===== src/hdl/hdsa_pkg.sv =====
// ----------------------------------------------------------------------------
// hdsa_pkg
// Shared types and constants of the half-day sensor averager.
// ----------------------------------------------------------------------------
package hdsa_pkg;

    // field widths fixed by the item format
    localparam int DAY_IN_W  = 16;
    localparam int SEC_W     = 17;
    localparam int TEMP_W    = 12;
    localparam int HUM_W     = 10;
    localparam int CFG_IDX_W = 2;

    // default sizing of counts and stored day index
    localparam int COUNT_BITS_DEF = 16;
    localparam int DAY_BITS_DEF   = 16;

    // time-of-day helpers
    localparam int SEC_PER_HOUR = 3600;
    localparam int SEC_PER_MIN  = 60;

    // window bound reset values
    localparam logic [SEC_W-1:0] FIRST_START_RST  = '0;
    localparam logic [SEC_W-1:0] FIRST_END_RST    =
        SEC_W'(11 * SEC_PER_HOUR + 59 * SEC_PER_MIN);
    localparam logic [SEC_W-1:0] SECOND_START_RST = SEC_W'(12 * SEC_PER_HOUR);
    localparam logic [SEC_W-1:0] SECOND_END_RST   =
        SEC_W'(23 * SEC_PER_HOUR + 59 * SEC_PER_MIN);

    // command codes
    localparam logic CMD_SAMPLE = 1'b0;
    localparam logic CMD_FLUSH  = 1'b1;

    // configuration register indexes
    typedef enum logic [CFG_IDX_W-1:0] {
        REG_FIRST_START,
        REG_FIRST_END,
        REG_SECOND_START,
        REG_SECOND_END
    } t_cfg_reg;

    // division operations of one day close, in issue order
    typedef enum logic [1:0] {
        OP_TEMP_FIRST,
        OP_HUM_FIRST,
        OP_TEMP_SECOND,
        OP_HUM_SECOND
    } t_op;

    // controller states
    typedef enum logic [1:0] {
        ST_IDLE,
        ST_DIV_LOAD,
        ST_DIV_RUN,
        ST_OUT
    } t_state;

    typedef struct packed {
        logic                     cmd;
        logic [DAY_IN_W-1:0]      day_number;
        logic [SEC_W-1:0]         second_of_day;
        logic signed [TEMP_W-1:0] temperature;
        logic [HUM_W-1:0]         humidity;
    } t_in_item;

    typedef struct packed {
        logic [DAY_IN_W-1:0]      record_day;
        logic                     first_present;
        logic signed [TEMP_W-1:0] temp_first_mean;
        logic [HUM_W-1:0]         humid_first_mean;
        logic                     second_present;
        logic signed [TEMP_W-1:0] temp_second_mean;
        logic [HUM_W-1:0]         humid_second_mean;
    } t_out_item;

    // controller to datapath
    typedef struct packed {
        logic take;
        logic div_start;
        logic store_q;
        logic load_out;
        t_op  op;
    } t_ctrl_cmd;

    // datapath to controller
    typedef struct packed {
        logic emit_req;
        logic div_done;
        logic out_free;
    } t_dp_status;

endpackage


===== src/hdl/hdsa_ctrl.sv =====
// ----------------------------------------------------------------------------
// hdsa_ctrl
// Sequencer: takes items, runs the four mean divisions of a day close and
// hands the finished record to the output register.
// ----------------------------------------------------------------------------
module hdsa_ctrl (
    input  logic                  i_clk,
    input  logic                  i_rst_n,
    input  logic                  i_in_valid,
    output logic                  o_in_stall,
    input  hdsa_pkg::t_dp_status  i_status,
    output hdsa_pkg::t_ctrl_cmd   o_cmd
);
    import hdsa_pkg::*;

    t_state r_state, n_state;
    t_op    r_op, n_op;

    // state and operation registers
    always_ff @(posedge i_clk) begin
        if (!i_rst_n) begin
            r_state <= ST_IDLE;
            r_op    <= OP_TEMP_FIRST;
        end else begin
            r_state <= n_state;
            r_op    <= n_op;
        end
    end

    // next state
    always_comb begin
        n_state = r_state;
        n_op    = r_op;
        unique case (r_state)
            ST_IDLE: begin
                if (i_in_valid && i_status.emit_req) begin
                    n_state = ST_DIV_LOAD;
                    n_op    = OP_TEMP_FIRST;
                end
            end
            ST_DIV_LOAD: begin
                n_state = ST_DIV_RUN;
            end
            ST_DIV_RUN: begin
                if (i_status.div_done) begin
                    if (r_op == OP_HUM_SECOND) begin
                        n_state = ST_OUT;
                    end else begin
                        n_state = ST_DIV_LOAD;
                        n_op    = t_op'(r_op + 2'd1);
                    end
                end
            end
            ST_OUT: begin
                if (i_status.out_free) begin
                    n_state = ST_IDLE;
                end
            end
            default: begin
                n_state = ST_IDLE;
            end
        endcase
    end

    // commands
    always_comb begin
        o_cmd           = '0;
        o_cmd.op        = r_op;
        o_in_stall      = 1'b1;
        unique case (r_state)
            ST_IDLE: begin
                o_in_stall = 1'b0;
                o_cmd.take = i_in_valid;
            end
            ST_DIV_LOAD: begin
                o_cmd.div_start = 1'b1;
            end
            ST_DIV_RUN: begin
                o_cmd.store_q = i_status.div_done;
            end
            ST_OUT: begin
                o_cmd.load_out = i_status.out_free;
            end
            default: begin
                o_in_stall = 1'b1;
            end
        endcase
    end

endmodule


===== src/hdl/hdsa_div.sv =====
// ----------------------------------------------------------------------------
// hdsa_div
// Unsigned restoring divider, one quotient bit per cycle.
// ----------------------------------------------------------------------------
module hdsa_div #(
    parameter int DVD_W = 28,
    parameter int DVS_W = 16
) (
    input  logic             i_clk,
    input  logic             i_rst_n,
    input  logic             i_start,
    input  logic [DVD_W-1:0] i_dividend,
    input  logic [DVS_W-1:0] i_divisor,
    output logic             o_done,
    output logic [DVD_W-1:0] o_quotient
);
    localparam int CNT_W = (DVD_W > 1) ? $clog2(DVD_W) : 1;

    logic             r_busy;
    logic             r_done;
    logic [CNT_W-1:0] r_cnt;
    logic [DVD_W-1:0] r_quo;
    logic [DVS_W-1:0] r_rem;
    logic [DVS_W-1:0] r_dvs;

    logic [DVS_W:0]   shifted;
    logic [DVS_W:0]   diff;
    logic             fits;
    logic [DVS_W-1:0] n_rem;

    // one trial subtraction
    always_comb begin
        shifted = {r_rem, r_quo[DVD_W-1]};
        diff    = shifted - {1'b0, r_dvs};
        fits    = shifted >= {1'b0, r_dvs};
        n_rem   = fits ? diff[DVS_W-1:0] : shifted[DVS_W-1:0];
    end

    // control
    always_ff @(posedge i_clk) begin
        if (!i_rst_n) begin
            r_busy <= 1'b0;
            r_done <= 1'b0;
            r_cnt  <= '0;
        end else begin
            r_done <= 1'b0;
            if (i_start) begin
                r_busy <= 1'b1;
                r_cnt  <= CNT_W'(DVD_W - 1);
            end else if (r_busy) begin
                r_cnt <= r_cnt - 1'b1;
                if (r_cnt == '0) begin
                    r_busy <= 1'b0;
                    r_done <= 1'b1;
                end
            end
        end
    end

    // quotient and remainder shift
    always_ff @(posedge i_clk) begin
        if (i_start) begin
            r_quo <= i_dividend;
            r_rem <= '0;
            r_dvs <= i_divisor;
        end else if (r_busy) begin
            r_quo <= {r_quo[DVD_W-2:0], fits};
            r_rem <= n_rem;
        end
    end

    assign o_done     = r_done;
    assign o_quotient = r_quo;

endmodule


===== src/hdl/hdsa_dpath.sv =====
// ----------------------------------------------------------------------------
// hdsa_dpath
// Window registers, per-half sums and counts, day-close snapshot, shared
// divider and output register.
// ----------------------------------------------------------------------------
module hdsa_dpath #(
    parameter int COUNT_BITS = hdsa_pkg::COUNT_BITS_DEF,
    parameter int DAY_BITS   = hdsa_pkg::DAY_BITS_DEF
) (
    input  logic                            i_clk,
    input  logic                            i_rst_n,
    input  hdsa_pkg::t_in_item              i_in_data,
    input  logic                            i_cfg_valid,
    input  logic [hdsa_pkg::CFG_IDX_W-1:0]  i_cfg_index,
    input  logic [hdsa_pkg::SEC_W-1:0]      i_cfg_data,
    input  logic                            i_out_stall,
    input  hdsa_pkg::t_ctrl_cmd             i_cmd,
    output hdsa_pkg::t_dp_status            o_status,
    output logic                            o_out_valid,
    output hdsa_pkg::t_out_item             o_out_data
);
    import hdsa_pkg::*;

    localparam int TSUM_W = TEMP_W + COUNT_BITS;
    localparam int HSUM_W = HUM_W + COUNT_BITS;
    localparam int DIV_W  = TSUM_W;
    localparam logic [COUNT_BITS-1:0] COUNT_MAX = '1;

    // window registers
    logic [SEC_W-1:0] r_fs, r_fe, r_ss, r_se;

    // live accumulation state
    logic                     r_open;
    logic [DAY_BITS-1:0]      r_open_day;
    logic signed [TSUM_W-1:0] r_tsum1, r_tsum2;
    logic [HSUM_W-1:0]        r_hsum1, r_hsum2;
    logic [COUNT_BITS-1:0]    r_cnt1, r_cnt2;

    logic                     n_open;
    logic [DAY_BITS-1:0]      n_open_day;
    logic signed [TSUM_W-1:0] n_tsum1, n_tsum2;
    logic [HSUM_W-1:0]        n_hsum1, n_hsum2;
    logic [COUNT_BITS-1:0]    n_cnt1, n_cnt2;

    // snapshot of the closing day
    logic [DAY_BITS-1:0]      s_day;
    logic signed [TSUM_W-1:0] s_tsum1, s_tsum2;
    logic [HSUM_W-1:0]        s_hsum1, s_hsum2;
    logic [COUNT_BITS-1:0]    s_cnt1, s_cnt2;

    // quotients
    logic [TEMP_W-1:0] r_mt1, r_mt2;
    logic [HUM_W-1:0]  r_mh1, r_mh2;
    logic              r_neg;

    // output register
    logic      r_out_valid;
    t_out_item r_out_data;

    logic [DAY_BITS-1:0]      day_in;
    logic                     is_flush;
    logic                     close_day;
    logic                     any_samples;
    logic                     in_first;
    logic                     in_second;
    logic signed [TSUM_W-1:0] temp_ext;
    logic [HSUM_W-1:0]        hum_ext;
    logic                     emit_req;
    logic                     out_free;

    logic [DIV_W-1:0]         dvd;
    logic [COUNT_BITS-1:0]    dvs;
    logic                     dvd_neg;
    logic                     div_done;
    logic [DIV_W-1:0]         quo;
    logic [DIV_W-1:0]         quo_signed;

    // configuration writes
    always_ff @(posedge i_clk) begin
        if (!i_rst_n) begin
            r_fs <= FIRST_START_RST;
            r_fe <= FIRST_END_RST;
            r_ss <= SECOND_START_RST;
            r_se <= SECOND_END_RST;
        end else if (i_cfg_valid) begin
            unique case (t_cfg_reg'(i_cfg_index))
                REG_FIRST_START:  r_fs <= i_cfg_data;
                REG_FIRST_END:    r_fe <= i_cfg_data;
                REG_SECOND_START: r_ss <= i_cfg_data;
                REG_SECOND_END:   r_se <= i_cfg_data;
                default:          r_fs <= r_fs;
            endcase
        end
    end

    // item decode
    always_comb begin
        day_in      = DAY_BITS'({{DAY_BITS{1'b0}}, i_in_data.day_number});
        is_flush    = i_in_data.cmd == CMD_FLUSH;
        close_day   = r_open && (day_in != r_open_day);
        any_samples = (r_cnt1 != '0) || (r_cnt2 != '0);
        emit_req    = is_flush ? (r_open && any_samples) : close_day;
        in_first    = (i_in_data.second_of_day >= r_fs) &&
                      (i_in_data.second_of_day <= r_fe);
        in_second   = !in_first && (i_in_data.second_of_day >= r_ss) &&
                      (i_in_data.second_of_day <= r_se);
        temp_ext    = {{(TSUM_W-TEMP_W){i_in_data.temperature[TEMP_W-1]}},
                       i_in_data.temperature};
        hum_ext     = {{(HSUM_W-HUM_W){1'b0}}, i_in_data.humidity};
    end

    // next accumulation state
    always_comb begin
        n_open     = r_open;
        n_open_day = r_open_day;
        n_tsum1    = r_tsum1;
        n_tsum2    = r_tsum2;
        n_hsum1    = r_hsum1;
        n_hsum2    = r_hsum2;
        n_cnt1     = r_cnt1;
        n_cnt2     = r_cnt2;
        if (i_cmd.take) begin
            if (is_flush || close_day) begin
                n_tsum1 = '0;
                n_tsum2 = '0;
                n_hsum1 = '0;
                n_hsum2 = '0;
                n_cnt1  = '0;
                n_cnt2  = '0;
            end
            if (is_flush) begin
                n_open     = 1'b0;
                n_open_day = '0;
            end else begin
                n_open     = 1'b1;
                n_open_day = day_in;
                // saturated halves ignore further samples
                if (in_first && (n_cnt1 != COUNT_MAX)) begin
                    n_tsum1 = n_tsum1 + temp_ext;
                    n_hsum1 = n_hsum1 + hum_ext;
                    n_cnt1  = n_cnt1 + 1'b1;
                end else if (in_second && (n_cnt2 != COUNT_MAX)) begin
                    n_tsum2 = n_tsum2 + temp_ext;
                    n_hsum2 = n_hsum2 + hum_ext;
                    n_cnt2  = n_cnt2 + 1'b1;
                end
            end
        end
    end

    always_ff @(posedge i_clk) begin
        if (!i_rst_n) begin
            r_open     <= 1'b0;
            r_open_day <= '0;
            r_tsum1    <= '0;
            r_tsum2    <= '0;
            r_hsum1    <= '0;
            r_hsum2    <= '0;
            r_cnt1     <= '0;
            r_cnt2     <= '0;
        end else begin
            r_open     <= n_open;
            r_open_day <= n_open_day;
            r_tsum1    <= n_tsum1;
            r_tsum2    <= n_tsum2;
            r_hsum1    <= n_hsum1;
            r_hsum2    <= n_hsum2;
            r_cnt1     <= n_cnt1;
            r_cnt2     <= n_cnt2;
        end
    end

    // capture the closing day before it is cleared
    always_ff @(posedge i_clk) begin
        if (i_cmd.take && emit_req) begin
            s_day   <= r_open_day;
            s_tsum1 <= r_tsum1;
            s_tsum2 <= r_tsum2;
            s_hsum1 <= r_hsum1;
            s_hsum2 <= r_hsum2;
            s_cnt1  <= r_cnt1;
            s_cnt2  <= r_cnt2;
        end
    end

    // divider operand select, temperature as magnitude and sign
    always_comb begin
        dvd     = '0;
        dvs     = s_cnt1;
        dvd_neg = 1'b0;
        case (i_cmd.op)
            OP_TEMP_FIRST: begin
                dvd_neg = s_tsum1[TSUM_W-1];
                dvd     = dvd_neg ? DIV_W'(-s_tsum1) : DIV_W'(s_tsum1);
            end
            OP_HUM_FIRST: begin
                dvd = {{(DIV_W-HSUM_W){1'b0}}, s_hsum1};
            end
            OP_TEMP_SECOND: begin
                dvs     = s_cnt2;
                dvd_neg = s_tsum2[TSUM_W-1];
                dvd     = dvd_neg ? DIV_W'(-s_tsum2) : DIV_W'(s_tsum2);
            end
            OP_HUM_SECOND: begin
                dvs = s_cnt2;
                dvd = {{(DIV_W-HSUM_W){1'b0}}, s_hsum2};
            end
            default: begin
                dvd = '0;
            end
        endcase
    end

    hdsa_div #(
        .DVD_W (DIV_W),
        .DVS_W (COUNT_BITS)
    ) u_div (
        .i_clk      (i_clk),
        .i_rst_n    (i_rst_n),
        .i_start    (i_cmd.div_start),
        .i_dividend (dvd),
        .i_divisor  (dvs),
        .o_done     (div_done),
        .o_quotient (quo)
    );

    // restore the sign, truncation toward zero falls out of the magnitude
    assign quo_signed = r_neg ? (~quo + 1'b1) : quo;

    always_ff @(posedge i_clk) begin
        if (i_cmd.div_start) begin
            r_neg <= dvd_neg;
        end
        if (i_cmd.store_q) begin
            case (i_cmd.op)
                OP_TEMP_FIRST:  r_mt1 <= quo_signed[TEMP_W-1:0];
                OP_HUM_FIRST:   r_mh1 <= quo[HUM_W-1:0];
                OP_TEMP_SECOND: r_mt2 <= quo_signed[TEMP_W-1:0];
                OP_HUM_SECOND:  r_mh2 <= quo[HUM_W-1:0];
                default:        r_mt1 <= r_mt1;
            endcase
        end
    end

    // output register
    assign out_free = !r_out_valid || !i_out_stall;

    always_ff @(posedge i_clk) begin
        if (!i_rst_n) begin
            r_out_valid <= 1'b0;
        end else if (i_cmd.load_out) begin
            r_out_valid <= 1'b1;
        end else if (!i_out_stall) begin
            r_out_valid <= 1'b0;
        end
    end

    always_ff @(posedge i_clk) begin
        if (i_cmd.load_out) begin
            r_out_data.record_day <=
                DAY_IN_W'({{DAY_IN_W{1'b0}}, s_day});
            r_out_data.first_present     <= s_cnt1 != '0;
            r_out_data.temp_first_mean   <= (s_cnt1 != '0) ? r_mt1 : '0;
            r_out_data.humid_first_mean  <= (s_cnt1 != '0) ? r_mh1 : '0;
            r_out_data.second_present    <= s_cnt2 != '0;
            r_out_data.temp_second_mean  <= (s_cnt2 != '0) ? r_mt2 : '0;
            r_out_data.humid_second_mean <= (s_cnt2 != '0) ? r_mh2 : '0;
        end
    end

    assign o_status.emit_req = emit_req;
    assign o_status.div_done = div_done;
    assign o_status.out_free = out_free;
    assign o_out_valid       = r_out_valid;
    assign o_out_data        = r_out_data;

endmodule


===== src/hdl/half_day_sensor_averager.sv =====
// ----------------------------------------------------------------------------
// half_day_sensor_averager
// Per-day, per-half-day mean of temperature and humidity samples.
// ----------------------------------------------------------------------------
// Input channel (i_in_valid / o_in_stall / i_in_data): one sample or flush per
// transfer. A sample that stays in the open day needs no divisions, so such
// samples stream at one per cycle outside a day close. A sample of a new day,
// or a flush of a day holding samples, closes the day: the four means are
// worked out one after another by a single bit-serial divider, and the
// record is loaded into the output register; o_in_stall stays high from
// the transfer until that load.
// Output channel (o_out_valid / i_out_stall / o_out_data): one day record per
// transfer, held in an output register. While the receiver stalls, the record
// holds and sample intake goes on; a further day close still runs its
// divisions, then keeps o_in_stall high until the register is free.
// Configuration (i_cfg_valid / o_cfg_ready): window bounds, ready always high;
// the user must write them only while the block is idle (not enforced).
// Reset: windows return to their defaults, no day is open, sums and counts
// are zero and the output register is empty.
// ----------------------------------------------------------------------------
module half_day_sensor_averager #(
    parameter int COUNT_BITS = hdsa_pkg::COUNT_BITS_DEF,
    parameter int DAY_BITS   = hdsa_pkg::DAY_BITS_DEF
) (
    input  logic                            i_clk,
    input  logic                            i_rst_n,
    input  logic                            i_in_valid,
    output logic                            o_in_stall,
    input  hdsa_pkg::t_in_item              i_in_data,
    output logic                            o_out_valid,
    input  logic                            i_out_stall,
    output hdsa_pkg::t_out_item             o_out_data,
    input  logic                            i_cfg_valid,
    output logic                            o_cfg_ready,
    input  logic [hdsa_pkg::CFG_IDX_W-1:0]  i_cfg_index,
    input  logic [hdsa_pkg::SEC_W-1:0]      i_cfg_data
);
    import hdsa_pkg::*;

    t_ctrl_cmd  ctrl_cmd;
    t_dp_status dp_status;

    // configuration writes are always taken
    assign o_cfg_ready = 1'b1;

    hdsa_ctrl u_ctrl (
        .i_clk      (i_clk),
        .i_rst_n    (i_rst_n),
        .i_in_valid (i_in_valid),
        .o_in_stall (o_in_stall),
        .i_status   (dp_status),
        .o_cmd      (ctrl_cmd)
    );

    hdsa_dpath #(
        .COUNT_BITS (COUNT_BITS),
        .DAY_BITS   (DAY_BITS)
    ) u_dpath (
        .i_clk       (i_clk),
        .i_rst_n     (i_rst_n),
        .i_in_data   (i_in_data),
        .i_cfg_valid (i_cfg_valid),
        .i_cfg_index (i_cfg_index),
        .i_cfg_data  (i_cfg_data),
        .i_out_stall (i_out_stall),
        .i_cmd       (ctrl_cmd),
        .o_status    (dp_status),
        .o_out_valid (o_out_valid),
        .o_out_data  (o_out_data)
    );

endmodule


===== config.mk =====
export PLATFORM = sky130hd
export DESIGN_NAME = half_day_sensor_averager
export DESIGN_NICKNAME = d
export VERILOG_FILES = /design/src/hdl/hdsa_pkg.sv /design/src/hdl/hdsa_ctrl.sv /design/src/hdl/hdsa_div.sv /design/src/hdl/hdsa_dpath.sv /design/src/hdl/half_day_sensor_averager.sv
export SDC_FILE = /design/constraint.sdc
export NUM_CORES = 1
export LEC_CHECK = 0
export ABC_CLOCK_PERIOD_IN_PS = 12000
export BUFFER_PORTS_ARGS = -buffer_cell sky130_fd_sc_hd__buf_4
export CORE_ASPECT_RATIO = 0.7
export CORE_UTILIZATION = 60
export CTS_CLUSTER_DIAMETER = 50
export DETAILED_ROUTE_END_ITERATION = 8
export GPL_ROUTABILITY_DRIVEN = 1
export HOLD_SLACK_MARGIN = 0.15
export PLACE_DENSITY = 0.84
export REMOVE_ABC_BUFFERS = 1
export SETUP_SLACK_MARGIN = 0.3
export SLEW_MARGIN = 20
export SYNTH_ARGS = -nofsm -noshare
export SYNTH_HDL_FRONTEND = slang
export SYNTH_SLANG_ARGS = --single-unit

===== constraint.sdc =====
create_clock -name i_clk -period 12 [get_ports i_clk]
set_input_delay 2.4 -clock i_clk [delete_from_list [all_inputs] [get_ports i_clk]]
set_output_delay 2.4 -clock i_clk [all_outputs]
set_load 0.02 [all_outputs]

After elaboration in Yosys (flattened, before gate mapping)
Cells that the tools add are included.

Reduce and logical (&&, ||, !) cells: 38. $lt $le $gt $ge: 5. Eq/ne operators: 17. Bitwise logic cells: 3. Add/subtract/negate cells: 12. Muxes and demuxes: 61.

Operators with widths (count): 28-bit two-way mux (13); 26-bit two-way mux (9); 16-bit two-way mux (12); 28-bit one-hot mux with 4 select lines (1); 16-bit nonzero test (4); 28-bit by 12-bit adder with 28-bit output (2); 28-bit negator (2); 26-bit by 10-bit adder with 26-bit output (2); 17-bit greater-or-equal comparator (2); 17-bit <= comparator (2); 16-bit by 1-bit adder with 16-bit output (second input constant) (2); 16-bit inequality test (second input constant) (2); 17-bit by 16-bit greater-or-equal comparator with 1-bit output (1); 16-bit inequality test (1); 2-bit AND reduction (8); 16-bit subtractor (1); 2-bit two-way mux (7); 1-bit two-way mux (13); 12-bit by 1-bit adder with 12-bit output (second input constant) (1); 2-bit equality test (second input constant) (6); 12-bit two-way mux (1); 12-bit inverter (1); 5-bit two-way mux (2); 1-bit logical AND (9); 18 further kinds (32).

Register bits after elaboration: 560. Output and inout port bits: 65. Logic and storage cells: 177. Input bits: 80.

Longest topological paths before layout
Depth in word-level cells: 10. Mapped depth: 22. Depth with buffers taken out: 18.

Modules after synthesis
A second synthesis with hierarchy kept.

Cell total of the unflattened synthesis: 2874. Area total of the unflattened synthesis: 29269.3 um^2.

By module, submodules not included: hdsa_dpath (sequential area each 12421.9 um^2, instances 1, cells each 2530, area each 25504.5 um^2); hdsa_div (sequential area each 1781.7 um^2, instances 1, cells each 314, area each 3512.1 um^2); hdsa_ctrl (sequential area each 80.1 um^2, instances 1, cells each 28, area each 241.5 um^2); half_day_sensor_averager (sequential area each 0.0 um^2, instances 1, cells each 2, area each 11.3 um^2).

Least setup slack after synthesis
No wires, ideal clock.

Path kind: input-to-reg. From: in i_in_data[40] in the netlist's numbering. To: reg u_dpath.s_cnt1[0], enable pin. Data required time: 11.324 ns. Stages on the path: 7. Buffers on the path: 1. Setup time: 0.676 ns. Setup slack: 1.476 ns. Data arrival time: 9.849 ns. Path through: xor2_1 nor4_1 nand4_1 a21o_1 clkbuf_1 nand3_1 nor2_1.

Cells in the longest elaborated chain, start to end: 4.

RTL lines: start: declaration (RTL line half_day_sensor_averager.sv:29) `input hdsa_pkg::t_in_item i_in_data,`; 16-bit inequality test (RTL line hdsa_dpath.sv:100) `close_day = r_open && (day_in != r_open_day);`; 1-bit logical AND (RTL line hdsa_dpath.sv:100); 1-bit two-way mux (RTL line hdsa_dpath.sv:102) `emit_req = is_flush ? (r_open && any_samples) : close_day;`; 1-bit logical AND (RTL line hdsa_dpath.sv:175) `if (i_cmd.take && emit_req) begin`; end signal: assignment (RTL line hdsa_dpath.sv:181) `s_cnt1 <= r_cnt1;`; end: declaration (RTL line hdsa_dpath.sv:49) `logic [COUNT_BITS-1:0] s_cnt1, s_cnt2;`.

No other way between the ends. A chain may end at the register's enable or synchronous reset.

Worst setup path after layout
From: in i_in_data[40] in the netlist's numbering. To: reg u_dpath.r_tsum1[20].

Cells in the longest elaborated chain, start to end: 9. Elaborated cells on any way between the ends: 12. Classes of those cells: add/sub (1); eq/ne (2); mux (6); reduce/logical (3).

RTL lines: 16-bit inequality test * (RTL line hdsa_dpath.sv:100); 1-bit logical AND * (RTL line hdsa_dpath.sv:100); 1-bit logical OR * (RTL line hdsa_dpath.sv:123) `if (is_flush || close_day) begin`; branches (longest 5 deep; another with 28-bit by 12-bit adder with 28-bit output); 28-bit two-way mux * (RTL line hdsa_dpath.sv:131) `if (is_flush) begin`; end signal: assignment (RTL line hdsa_dpath.sv:164) `r_tsum1 <= n_tsum1;`; end: declaration (RTL line hdsa_dpath.sv:35) `logic signed [TSUM_W-1:0] r_tsum1, r_tsum2;`.

Every way passes the cells marked *. The select of a mux whose other input is x is not followed.

==> flow_summary.toml <==
[run_status]
outcome = "complete, no violations"

[global_routing]
grt.met3_usage_pct = 6.67
grt_pass1_wl_um = 125000
grt-busiest-layer = "met2"
grt-ovfl-total = 0
met1_usage_pct = 44.6
antenna_found_initial = 2
grt_pass1_vias = 23000
gr-usage-all-layers_pct = 31.6
gr-usage-met2_pct = 48.2
grt_max_degree = 158

[worst_setup_path]
startpoint = "i_in_data[40]"
start_kind = "input port"
cp.arrival_ns = 7.60
end_kind = "flip-flop"
crit_path_top_delay_cell = "o41ai_1"
cpPeakStageDelay_ns = 0.92
crit_chain = "buf_4 > xor2_1 > nor4_1 > nand4_1 > a21oi_4 > buf_4 > and2_1 > ha_1 > nor2b_1 > o21a_1 > o21ai_1 > a21oi_1 > a2111oi_0 > o21ai_0 > o41ai_1 > a31oi_1 > o31a_1 > o21ai_0"
ff2ff_path_depth = 17
required_ns = 12.54
r2r_start = "u_dpath.r_open_day[1]$_SDFFE_PN0P_"
path_class = "in2reg"
critical_path.max_fanout = 47

[clocking]
cts_hold_buf = 0
cts.repair.resized = 0
clockBufferDepth = 3
clkSlewWorstSetupHoldPaths_ns = 0.06
numCtsBuffers = 57
clk_latency_ns = 0.64
cts_root_buffer = "clkbuf_16"
cts.sinks = 560
cts_tree = "yes"
cts_setup_buffers = 0
htreeDepth = 2

[routing]
antenna_left = 0
finalWirelength_um = 79600
viasPerCell = 6.35
post_drt_wl_per_cell_um = 21.0
drcViolationCount = 0
drt_first_pass_iters = 6
via_count = 24100
drt_iter0_drc = 3147

[timing]
setup_violations = 0
hold_violations = 0
worst_pin_slew_ns = 1.11
timing.final.ws_setup_ns = 4.94
tns_ns = 0
clock.fmax_ghz = 0.142
rsz0062_at_grt = "false"
worst_clock_skew_ns = 0.0356
relSlewSlack_pct = 25.1
finalCritPeriodShare_pct = 58.8
slew_viol_final = 0
finalCriticalPeriod_ns = 7.06

[logic_synthesis]
yosys.area_share.adder_pct = 7.56
synth_flop_cell = "edfxtp_1"
netlist.area_leader.share_pct = 31.5
yosys.area_share.simple_pct = 16.7
ys_ff_latch = 560
synth_compound_area_share_pct = 16.9
async_flop_share_pct = 0
synth_top_family_by_area = "compound AO/OA/AOI/OAI gates"
synth_area_leaders = "edfxtp_1 31%, dfxtp_1 17%, ha_1 7.2%, nand2_1 4.6%, a21oi_1 4.2%"
ys_types = 84
synth_area_per_cell_um2 = 9.77
ys_seq_area_share_pct = 48.7
ys_warn_count = 0
synth_area_um2 = 29300
yosys.area_share.xor_xnor_pct = 4.54
synth_edf_count = 307
synth_mux_area_share_pct = 1.88
synth_cells = 3000
synth_top_cell_by_area = "edfxtp_1"

[floorplan]
rows = 67
die_h_um = 187
core_um2 = 48000
die-width_um = 266
io_pins = 145
design.die.area_um2 = 49800
initial_utilization_pct = 61.0

[placement]
dpl.hpwl_um = 54600
io_buffers = 143
place.gp.congestion = 0.965
dp.cells = 3685
dp_slack_ns = 4.43

[pwr]
intPower_w = 0.00332
power_w = 0.00449
pwr-share-comb_pct = 11.9
p_seq_share_pct = 47.4
clockPowerShare_pct = 40.7
p_sw_w = 0.00117
swShare_pct = 26.1
p_leak_nw = 12.7
vdd_ir_drop_max_mv = 0.122
power_density_nw_per_um2 = 136

[min_path]
hold_path.class = "reg2reg"
hp-start = "u_dpath.s_day[7]$_DFFE_PP_"
min_path_cells = 0

[flow_run]
drv_cap = 0

[cells_and_area]
area_delta_synth_final_pct = 12.3
num-nets-final = 3343
fin_cells = 3794
drive_above_1_share_pct = 10.6
## kinds of logic (layout without fill, tap and decap cells)
| group | count (synthesis) | count (layout) |
|---|---|---|
| AO/OA/AOI/OAI | 787 | 787 |
| XOR/XNOR | 152 | 152 |
| adder cells (fa/ha/maj) | 174 | 174 |
| buffers and inverters | 285 | 423 |
| flip-flops | 560 | 560 |
| multiplexers | 52 | 52 |
| other | 1 | 2 |
| AND/OR/NAND/NOR | 989 | 989 |
## cell usage in the layout, fill, tap and decap left out, drive strengths merged, types with 13 or more instances in the layout
cell / count
edfxtp: 307
a21o: 59
dfxtp: 253
a21oi: 247
ha: 169
nand4: 40
nor2b: 15
o21a: 13
nor3: 42
a31oi: 25
nor4: 33
clkbuf: 79
o31ai: 23
o21ai: 200
nand3b: 21
a22oi: 39
or3: 15
or4: 17
o211ai: 33
xor2: 72
inv: 144
a221oi: 17
a211oi: 18
and3: 38
nand3: 63
buf: 175
nand2b: 14
nand2: 360
nor2: 154
mux2: 25
clkinv: 21
xnor2: 80
mux2i: 27
o41ai: 16
and2: 149
## cell usage after synthesis (all sizes together) (13+ instances only)
library cell	number
a211oi	18
a21o	59
a21oi	247
a221oi	17
a22oi	39
a31oi	25
and2	149
and3	38
buf	17
clkbuf	128
dfxtp	253
edfxtp	307
ha	169
inv	139
mux2	25
mux2i	27
nand2	360
nand2b	14
nand3	63
nand3b	21
nand4	40
nor2	154
nor2b	15
nor3	42
nor4	33
o211ai	33
o21a	13
o21ai	200
o31ai	23
o41ai	16
or3	15
or4	17
xnor2	80
xor2	72
## area by class of cell
cell class / instances / area, um2
fillers: 3556 / 15100
flip-flops and latches: 560 / 14300
multi-input cells: 2155 / 14000
clock buffers: 79 / 1620
repair buffers: 175 / 1330
well taps: 655 / 820
inverters: 140 / 528
clock inverters: 29 / 307
diodes: 1 / 2.50
## state kept, by name (all words and copies together) (netlist names), 17 cells and up
signal / flops
u_dpath.o_out_data: 62
u_dpath.r_tsum1: 28
u_dpath.r_tsum2: 28
u_dpath.s_tsum1: 28
u_dpath.s_tsum2: 28
u_dpath.u_div.o_quotient: 28
u_dpath.r_hsum1: 26
u_dpath.r_hsum2: 26
u_dpath.s_hsum1: 26
u_dpath.s_hsum2: 26
u_dpath.r_fe: 17
u_dpath.r_fs: 17
u_dpath.r_se: 17
u_dpath.r_ss: 17
## metal layers
layer | wire, um | vias to the layer above
met1 | 33500 | 11500
met4 | 2440 | 0
met3 | 8610 | 183
li1 | - | 11100
met5 | 0 | -
met2 | 35000 | 1302
## through the flow
stage                     cell area, um2  util, %  hold WS (ns)
after floorplan                    28700        -         0.400
after global placement             30900     64.4         0.402
after detailed placement           31000     64.5         0.407
after CTS                          32900     68.5         0.416
after global routing               32900     68.5         0.427
final                              32900     68.5         0.418
## critical path, delay by kind of cell
family,cells,cell delay [ns]
xor+xnor,1,0.13
simple gates,4,1.04
fa+ha+maj,1,0.28
buf+inv,2,0.60
compound gates,10,3.11
## power groups by stage
| stage | registers (W) | clock network (W) | logic, W |
|---|---|---|---|
| after detailed placement | 0.00217 | 0 | 0.000520 |
| after global routing | 0.00213 | 0.00191 | 0.000585 |
| after global placement | 0.00216 | 0 | 0.000496 |
| after CTS | 0.00213 | 0.00184 | 0.000525 |
| final | 0.00213 | 0.00182 | 0.000535 |
| after floorplan | 0.00216 | 0 | 0.000347 |
## final timing paths
check | slack, ns | to
worst min-delay path | 0.42 | u_dpath.o_out_data[53]$_DFFE_PP_
worst max-delay path | 4.94 | u_dpath.r_tsum1[20]$_SDFFE_PN0P_
worst max register to register | 6.45 | u_dpath.r_tsum1[20]$_SDFFE_PN0P_
worst min register to register | 0.42 | u_dpath.o_out_data[53]$_DFFE_PP_
(Power assumes the default switching activity.)
